$ cat src/rtl/core/modexp_pkg.sv
`default_nettype none

package modexp_pkg;

  // Configuration register map
  localparam int CFG_IDX_W = 1;
  typedef logic [CFG_IDX_W-1:0] cfg_idx_t;

  localparam cfg_idx_t REG_MODULUS  = 1'b0;
  localparam cfg_idx_t REG_EXPONENT = 1'b1;

endpackage

`default_nettype wire

$ cat src/rtl/core/modexp_if.sv
`default_nettype none

interface modexp_cfg_if #(
  parameter int OPERAND_WIDTH = 32
);
  logic                     valid;
  logic                     ready;
  modexp_pkg::cfg_idx_t     index;
  logic [OPERAND_WIDTH-1:0] data;

  modport source (output valid, index, data, input ready);
  modport sink   (input valid, index, data, output ready);
endinterface

interface modexp_base_if #(
  parameter int OPERAND_WIDTH = 32
);
  logic                     valid;
  logic                     ready;
  logic [OPERAND_WIDTH-1:0] base;

  modport source (output valid, base, input ready);
  modport sink   (input valid, base, output ready);
endinterface

interface modexp_result_if #(
  parameter int OPERAND_WIDTH = 32
);
  logic                     valid;
  logic                     ready;
  logic [OPERAND_WIDTH-1:0] power_result;

  modport source (output valid, power_result, input ready);
  modport sink   (input valid, power_result, output ready);
endinterface

`default_nettype wire

$ cat src/rtl/core/modular_exponentiation_core.sv
// Modular exponentiation core: power_result = base ** exponent mod modulus.
// Channels: cfg_i writes the modulus (index 0) and the exponent (index 1); it is
// always ready and should only be used while the core is idle. base_i takes one
// base per transaction, result_o returns one power_result per base, in order.
// All arithmetic runs on one shared modular multiply-add step unit that handles
// one multiplier bit per cycle (one doubling, one conditional add, one reduction).
// Each base is first reduced, then every exponent bit costs a squaring plus a
// multiply if the bit is one; a modulus below two skips this and gives zero.
// base_i is ready only while the sequencer is idle, one base at a time, so a new
// base is taken at the earliest in the cycle the previous result turns valid.
// The result sits in an output register; a new base is taken while it waits,
// and a finished result holds in the sequencer until the register frees up.
// Reset sets modulus to 2, exponent to 0 and drops any work in progress.
`default_nettype none

module modular_exponentiation_core #(
  parameter int OPERAND_WIDTH = 32
) (
  input  wire logic                clk_i,
  input  wire logic                rst_ni,
  modexp_cfg_if.sink               cfg_i,
  modexp_base_if.sink              base_i,
  modexp_result_if.source          result_o
);
  import modexp_pkg::*;

  localparam int W   = OPERAND_WIDTH;
  localparam int CW  = $clog2(W);
  localparam int TW  = W + 3;

  localparam logic [CW-1:0] STEP_LAST = CW'(W - 1);
  localparam logic [W-1:0]  ONE       = {{(W-1){1'b0}}, 1'b1};

  localparam logic [2:0] ST_IDLE   = 3'd0;
  localparam logic [2:0] ST_REDUCE = 3'd1;
  localparam logic [2:0] ST_MUL    = 3'd2;
  localparam logic [2:0] ST_SQR    = 3'd3;
  localparam logic [2:0] ST_DONE   = 3'd4;

  logic [W-1:0]  modulus_q, modulus_d;
  logic [W-1:0]  exponent_q, exponent_d;
  logic [2:0]    state_q, state_d;
  logic [CW-1:0] step_q, step_d;
  logic [CW-1:0] bit_q, bit_d;
  logic [W-1:0]  acc_q, acc_d;
  logic [W-1:0]  ysh_q, ysh_d;
  logic [W-1:0]  base_q, base_d;
  logic [W-1:0]  res_q, res_d;
  logic          out_valid_q, out_valid_d;
  logic [W-1:0]  out_data_q, out_data_d;

  logic          mod_small;
  logic [W-1:0]  x_op;
  logic [W-1:0]  addend;
  logic [TW-1:0] sum_t;
  logic [TW-1:0] sub1;
  logic [TW-1:0] sub2;
  logic [W-1:0]  unit_out;
  logic [CW-1:0] next_bit;

  assign mod_small = (modulus_q[W-1:1] == '0);
  assign next_bit  = bit_q + 1'b1;

  // Shared step unit: acc <- (2*acc + ybit*x) mod m, with acc < m and x < m
  assign x_op     = (state_q == ST_REDUCE) ? ONE : base_q;
  assign addend   = ysh_q[W-1] ? x_op : '0;
  assign sum_t    = {2'b00, acc_q, 1'b0} + {3'b000, addend};
  assign sub1     = sum_t - {3'b000, modulus_q};
  assign sub2     = sum_t - {2'b00, modulus_q, 1'b0};
  assign unit_out = !sub2[TW-1] ? sub2[W-1:0] :
                    !sub1[TW-1] ? sub1[W-1:0] : sum_t[W-1:0];

  // Configuration register file
  assign cfg_i.ready = 1'b1;

  always_comb begin
    modulus_d  = modulus_q;
    exponent_d = exponent_q;
    if (cfg_i.valid) begin
      case (cfg_i.index)
        REG_MODULUS:  modulus_d  = cfg_i.data;
        REG_EXPONENT: exponent_d = cfg_i.data;
        default: ;
      endcase
    end
  end

  assign base_i.ready          = (state_q == ST_IDLE);
  assign result_o.valid        = out_valid_q;
  assign result_o.power_result = out_data_q;

  // Sequencer
  always_comb begin
    state_d     = state_q;
    step_d      = step_q;
    bit_d       = bit_q;
    acc_d       = acc_q;
    ysh_d       = ysh_q;
    base_d      = base_q;
    res_d       = res_q;
    out_valid_d = out_valid_q;
    out_data_d  = out_data_q;

    if (out_valid_q && result_o.ready) begin
      out_valid_d = 1'b0;
    end

    case (state_q)
      ST_IDLE: begin
        if (base_i.valid) begin
          if (mod_small) begin
            res_d   = '0;
            state_d = ST_DONE;
          end else begin
            // reduce the base as base * 1 mod m on the step unit
            acc_d   = '0;
            ysh_d   = base_i.base;
            step_d  = STEP_LAST;
            state_d = ST_REDUCE;
          end
        end
      end
      ST_REDUCE, ST_MUL, ST_SQR: begin
        acc_d  = unit_out;
        ysh_d  = {ysh_q[W-2:0], 1'b0};
        step_d = step_q - 1'b1;
        if (step_q == '0) begin
          acc_d  = '0;
          step_d = STEP_LAST;
          case (state_q)
            ST_REDUCE: begin
              base_d = unit_out;
              res_d  = ONE;
              bit_d  = '0;
              if (exponent_q[0]) begin
                state_d = ST_MUL;
                ysh_d   = ONE;
              end else begin
                state_d = ST_SQR;
                ysh_d   = unit_out;
              end
            end
            ST_MUL: begin
              res_d   = unit_out;
              state_d = ST_SQR;
              ysh_d   = base_q;
            end
            default: begin
              base_d = unit_out;
              if (bit_q == STEP_LAST) begin
                state_d = ST_DONE;
              end else begin
                bit_d = next_bit;
                if (exponent_q[next_bit]) begin
                  state_d = ST_MUL;
                  ysh_d   = res_q;
                end else begin
                  state_d = ST_SQR;
                  ysh_d   = unit_out;
                end
              end
            end
          endcase
        end
      end
      ST_DONE: begin
        // hold until the output register is free
        if (!out_valid_q || result_o.ready) begin
          out_valid_d = 1'b1;
          out_data_d  = res_q;
          state_d     = ST_IDLE;
        end
      end
      default: begin
        state_d = ST_IDLE;
      end
    endcase
  end

  always_ff @(posedge clk_i or negedge rst_ni) begin
    if (!rst_ni) begin
      modulus_q   <= W'(2);
      exponent_q  <= '0;
      state_q     <= ST_IDLE;
      step_q      <= '0;
      bit_q       <= '0;
      out_valid_q <= 1'b0;
    end else begin
      modulus_q   <= modulus_d;
      exponent_q  <= exponent_d;
      state_q     <= state_d;
      step_q      <= step_d;
      bit_q       <= bit_d;
      out_valid_q <= out_valid_d;
    end
  end

  always_ff @(posedge clk_i) begin
    acc_q      <= acc_d;
    ysh_q      <= ysh_d;
    base_q     <= base_d;
    res_q      <= res_d;
    out_data_q <= out_data_d;
  end

endmodule

`default_nettype wire

$ cat src/flat_wrapper.sv
// flat-port wrapper written by rule: the top's interface ports become plain ports
module modular_exponentiation_core_flat import modexp_pkg::*;
#(
  parameter int OPERAND_WIDTH = 32
)
  (clk_i, rst_ni, cfg_i_valid, cfg_i_index, cfg_i_data, cfg_i_ready, base_i_valid, base_i_base, base_i_ready, result_o_valid, result_o_power_result, result_o_ready);
  modexp_cfg_if #(.OPERAND_WIDTH(OPERAND_WIDTH)) cfg_i_i ();
  modexp_base_if #(.OPERAND_WIDTH(OPERAND_WIDTH)) base_i_i ();
  modexp_result_if #(.OPERAND_WIDTH(OPERAND_WIDTH)) result_o_i ();
  input  wire logic clk_i;
  input  wire logic rst_ni;
  input wire logic [$bits(cfg_i_i.valid)-1:0] cfg_i_valid;
  input wire logic [$bits(cfg_i_i.index)-1:0] cfg_i_index;
  input wire logic [$bits(cfg_i_i.data)-1:0] cfg_i_data;
  output wire logic [$bits(cfg_i_i.ready)-1:0] cfg_i_ready;
  input wire logic [$bits(base_i_i.valid)-1:0] base_i_valid;
  input wire logic [$bits(base_i_i.base)-1:0] base_i_base;
  output wire logic [$bits(base_i_i.ready)-1:0] base_i_ready;
  output wire logic [$bits(result_o_i.valid)-1:0] result_o_valid;
  output wire logic [$bits(result_o_i.power_result)-1:0] result_o_power_result;
  input wire logic [$bits(result_o_i.ready)-1:0] result_o_ready;
  assign cfg_i_i.valid = cfg_i_valid;
  assign cfg_i_i.index = cfg_i_index;
  assign cfg_i_i.data = cfg_i_data;
  assign cfg_i_ready = cfg_i_i.ready;
  assign base_i_i.valid = base_i_valid;
  assign base_i_i.base = base_i_base;
  assign base_i_ready = base_i_i.ready;
  assign result_o_valid = result_o_i.valid;
  assign result_o_power_result = result_o_i.power_result;
  assign result_o_i.ready = result_o_ready;
  modular_exponentiation_core #(.OPERAND_WIDTH(OPERAND_WIDTH)) u_core (.clk_i(clk_i), .rst_ni(rst_ni), .cfg_i(cfg_i_i), .base_i(base_i_i), .result_o(result_o_i));
endmodule
$ cat config.mk
export PLATFORM = sky130hd
export DESIGN_NAME = modular_exponentiation_core_flat
export DESIGN_NICKNAME = d
export VERILOG_FILES = /design/src/rtl/core/modexp_pkg.sv /design/src/rtl/core/modexp_if.sv /design/src/rtl/core/modular_exponentiation_core.sv /design/src/flat_wrapper.sv
export SDC_FILE = /design/constraint.sdc
export NUM_CORES = 1
export LEC_CHECK = 0
export BUFFER_PORTS_ARGS = -buffer_cell sky130_fd_sc_hd__buf_4
export CORE_ASPECT_RATIO = 0.75
export CORE_MARGIN = 2
export CORE_UTILIZATION = 40
export CTS_CLUSTER_SIZE = 24
export DETAILED_ROUTE_END_ITERATION = 8
export SLEW_MARGIN = 20
export SYNTH_ARGS = -nofsm -noshare
export SYNTH_HDL_FRONTEND = slang
export SYNTH_SLANG_ARGS = --single-unit
$ cat constraint.sdc
create_clock -name clk_i -period 5.59 [get_ports clk_i]
set_input_delay 1.118 -clock clk_i [delete_from_list [all_inputs] [get_ports clk_i]]
set_output_delay 1.118 -clock clk_i [all_outputs]
set_load 0.05 [all_outputs]
==> results.txt <==
* Per-cell routed wire length: 21.2 µm
- The longest clock path from root to sink contains 3 buffers.
* Placed cells: 2568
- STA classifies the critical path endpoint as a flop.
* Rows: 64
* Path type of the worst setup path: reg -> reg
* Final Hold Viols: 0
- Synthesis Warnings: 0
* Final setup violation count: 77
- Clock sinks: 238
- Netlist area before placement: 0.0164 mm²
- Before antenna repair, the detailed router went through 6 iterations.
- Biggest area consumer among synthesized cells: sky130_fd_sc_hd__edfxtp_1
- After layout, the worst setup slack is -0.121 ns.
- Vertical die dimension: 179 µm
* Worst r2r path cells: 26
- The checks that failed: negative setup slack.
- On the final layout, the worst clock skew is 0.0152 ns.
* Clock transition at the register clock pins on the worst setup and hold paths after CTS: 0.07 ns
- Wire length of the first global-routing pass: 86.1 mm
- CTS built an H-tree with a depth of 1.
- FILL cells: 3690
* Root Buffer Master: sky130_fd_sc_hd__clkbuf_16
- The floorplan step set the die width to 238 µm.
- Vias per Instance: 5.84
- Hold/Removal Path Class: reg -> reg
* Synthesized instance count: 1740
- The number of clock buffers added by TritonCTS is 26.
- Number of distinct library cells after synthesis: 89
* Share of layout cells above drive strength 1: 0.319
- The synthesized design contains 160 enable-type register cells.
- TritonCTS built the clock tree.
- The tool flagged a number of max-cap violations equal to 0.
- Summing all placed instances gives a cell area of 0.0198 mm².
* Final cell count without fillers: 2652
* Via count of the first global-routing pass: 15.3k
- In this run the tightest slew margin relative to its limit is 0.356.
* Hold-critical path depth: 0
- Startpoint type of the worst setup path: flop
* Synth-to-Final Area Change: 32.7%
* Violation count after the first detailed-routing iteration: 1449
- Of all nets on the critical path, the largest fanout is 8.
- After layout, the minimum clock period comes to 5.71 ns.
- The final layout contains 2274 nets.
- Of the synthesized area, sequential elements account for 0.411.
- The finished cells cover 0.0218 mm².
- Die area: 0.0427 mm²
- The share of synthesized area in the top cell type comes to 0.293.
- Buffers added on ports: 103
- Result of the run: finished with violations
* Worst slew pin tran: 0.962 ns
- For this configuration, the core starts out at a cell density of 0.404.
* Largest net degree at the start of global routing: 53
* Insertion delay of the later-clocked pin in the worst-skew pair: 0.56 ns
- Dividing the final minimum period by the clock period gives 1.02.
- Predominant post-synthesis flop cell: sky130_fd_sc_hd__edfxtp_1
* Residual DRC count: 0
- Synthesized Nets: 1911
- Of all flip-flops after synthesis, the portion carrying an async set or reset was 0.328.
- For the worst setup path, the data arrival time is 6.02 ns.
- Top-level I/O count: 105
- For this run, the total global-route usage over all layers was measured as 0.255.
- Unrepaired setup endpoints after global routing: true
- DRT Wirelength: 56.1 mm
* HPWL after detailed placement: 41.0 mm
- The core region is 0.0407 mm².
- The count of nets left with antenna violations once routing finished came out at 0.
- Biggest area contributors in the synthesized netlist: sky130_fd_sc_hd__edfxtp_1 (29%), sky130_fd_sc_hd__dfrtp_1 (12%), sky130_fd_sc_hd__ha_1 (7.5%)
* Post-synthesis sequential element count: 238
- Maximum clock rate: 175 MHz
- Final RePlAce weighted congestion: 0.936
- Max-slew violation total from the final report: 0
- Most used standard cell by instance count after synthesis: sky130_fd_sc_hd__nand2_1
- Commonest cells post-synth: sky130_fd_sc_hd__nand2_1 (171), sky130_fd_sc_hd__edfxtp_1 (160), sky130_fd_sc_hd__o21ai_0 (151), sky130_fd_sc_hd__nor2_1 (140), sky130_fd_sc_hd__a21oi_1 (132)
- At the worst endpoint, the required time is 5.90 ns.
* Initial antenna violation count: 1
* Remaining global-route overflow: 0
- Overall via count from detail_route: 15.5k
- A synthesized cell averages 9.44 µm².
worst max-delay path, stage by stage, from the launching register on:
cell and delay, ns:
sky130_fd_sc_hd__dfrtp_1 0.37, sky130_fd_sc_hd__inv_1 0.07, sky130_fd_sc_hd__or3_4 0.37, sky130_fd_sc_hd__buf_6 0.15
sky130_fd_sc_hd__and3_4 0.18, sky130_fd_sc_hd__ha_4 0.21, sky130_fd_sc_hd__buf_6 0.11, sky130_fd_sc_hd__o211ai_1 0.25
sky130_fd_sc_hd__o211ai_2 0.16, sky130_fd_sc_hd__a311o_1 0.34, sky130_fd_sc_hd__a31o_2 0.27, sky130_fd_sc_hd__a21oi_2 0.15
sky130_fd_sc_hd__xnor2_2 0.15, sky130_fd_sc_hd__buf_4 0.16, sky130_fd_sc_hd__ha_4 0.20, sky130_fd_sc_hd__and3_4 0.20
sky130_fd_sc_hd__nand2_2 0.06, sky130_fd_sc_hd__nor2_1 0.04, sky130_fd_sc_hd__a211o_1 0.24, sky130_fd_sc_hd__or3_4 0.42
sky130_fd_sc_hd__o211ai_4 0.20, sky130_fd_sc_hd__nand4_4 0.11, sky130_fd_sc_hd__buf_12 0.19, sky130_fd_sc_hd__clkbuf_16 0.18
sky130_fd_sc_hd__mux2_2 0.32, sky130_fd_sc_hd__o211ai_1 0.24, sky130_fd_sc_hd__a21oi_1 0.10
per-layer routing:
| metal | GRT usage | vias up | share of wire |
|---|---|---|---|
| li1 | - | 7196 | - |
| met1 | 0.360 | 7610 | 0.45 |
| met2 | 0.416 | 564 | 0.46 |
| met3 | 0.0309 | 107 | 0.066 |
| met4 | 0.0683 | 0 | 0.028 |
| met5 | 0 | - | 0 |
state kept, by name, summed over array words and instances, names as in the netlist:
register and count:
u_core.state_q 3, u_core.modulus_q 32, u_core.acc_q 32, u_core.result_o.valid 1
u_core.ysh_q 32, u_core.base_q 32, u_core.bit_q 5, u_core.res_q 32
u_core.exponent_q 32, u_core.result_o.power_result 32, u_core.step_q 5
area by class of cell:
type / instances / area [µm²] / share of cell area
timing repair buffer: 414 / 3350 / 0.154
clock inverter: 18 / 143 / 0.00654
clock buffer: 30 / 687 / 0.0315
multi-input combinational: 1321 / 9810 / 0.450
inverter: 102 / 383 / 0.0176
sequential: 238 / 6760 / 0.310
antenna: 1 / 2.50 / 0.000115
tap: 528 / 661 / 0.0303
per-stage QoR:
| step | utilization | setup WS [ns] | setup TNS, ns | hold WS (ns) |
|---|---|---|---|---|
| floorplan | - | 0.000721 | 0 | 0.418 |
| global placement | 0.486 | -0.558 | -22.86 | 0.440 |
| detailed placement | 0.486 | -0.605 | -33.48 | 0.436 |
| CTS | 0.518 | -0.0502 | -0.290 | 0.450 |
| global route | 0.536 | -0.310 | -25.41 | 0.462 |
| finish | 0.536 | -0.121 | -3.33 | 0.452 |
final timing paths:
path,endpoint,slack [ns],from
min,u_core.result_o.power_result[16],0.45,u_core.res_q[16]
max in group asynchronous,u_core.exponent_q[27],4.05,rst_ni
max reg2reg,u_core.ysh_q[12],-0.12,u_core.state_q[0]
min reg2reg,u_core.result_o.power_result[16],0.45,u_core.res_q[16]
max,u_core.ysh_q[12],-0.12,u_core.state_q[0]
min in group asynchronous,u_core.exponent_q[2],0.49,rst_ni
placed cells by master, fill, tap and decap left out, drive strengths merged, types with 13 or more instances in the layout:
| cell type | netlist | routed |
|---|---|---|
| mux2 | 46 | 46 |
| ha | 98 | 98 |
| xnor2 | 49 | 49 |
| a31oi | 23 | 23 |
| nand2 | 171 | 171 |
| nand4 | 15 | 15 |
| nor3 | 28 | 28 |
| o21ai | 163 | 163 |
| nor2 | 141 | 141 |
| nand2b | 24 | 24 |
| a21oi | 133 | 133 |
| nand3 | 27 | 27 |
| o211ai | 21 | 21 |
| xor2 | 28 | 28 |
| inv | 102 | 102 |
| clkinv | 0 | 14 |
| dfrtp | 77 | 77 |
| o21a | 22 | 22 |
| a21o | 33 | 33 |
| buf | 19 | 410 |
| clkbuf | 62 | 34 |
| mux2i | 19 | 19 |
| a211o | 13 | 13 |
| and3 | 46 | 46 |
| a221oi | 20 | 20 |
| a221o | 17 | 17 |
| or3 | 29 | 29 |
| edfxtp | 160 | 160 |
timing repair:
action	CTS	global route
pin swaps	29	56
setup endpoints to repair	128	128
hold buffers	0	0
gates resized for setup	70	113
cloned	2	5
buffers inserted	14	17
kinds of logic (layout without fill, tap and decap cells):
group | after synthesis | in the layout | share of synthesized area
XOR/XNOR | 77 | 77 | 0.0415
AND/OR/NAND/NOR | 528 | 528 | 0.153
buffers and inverters | 183 | 564 | 0.0443
multiplexers | 74 | 74 | 0.0564
adder cells (fa/ha/maj) | 101 | 101 | 0.0783
AO/OA/AOI/OAI | 538 | 540 | 0.215
flip-flops | 238 | 238 | 0.411
other | 1 | 2 | 0.000228
Power is left out: the tool's default activity adds up to more than one toggle a clock period on the data nets, which glitch-free logic cannot reach.
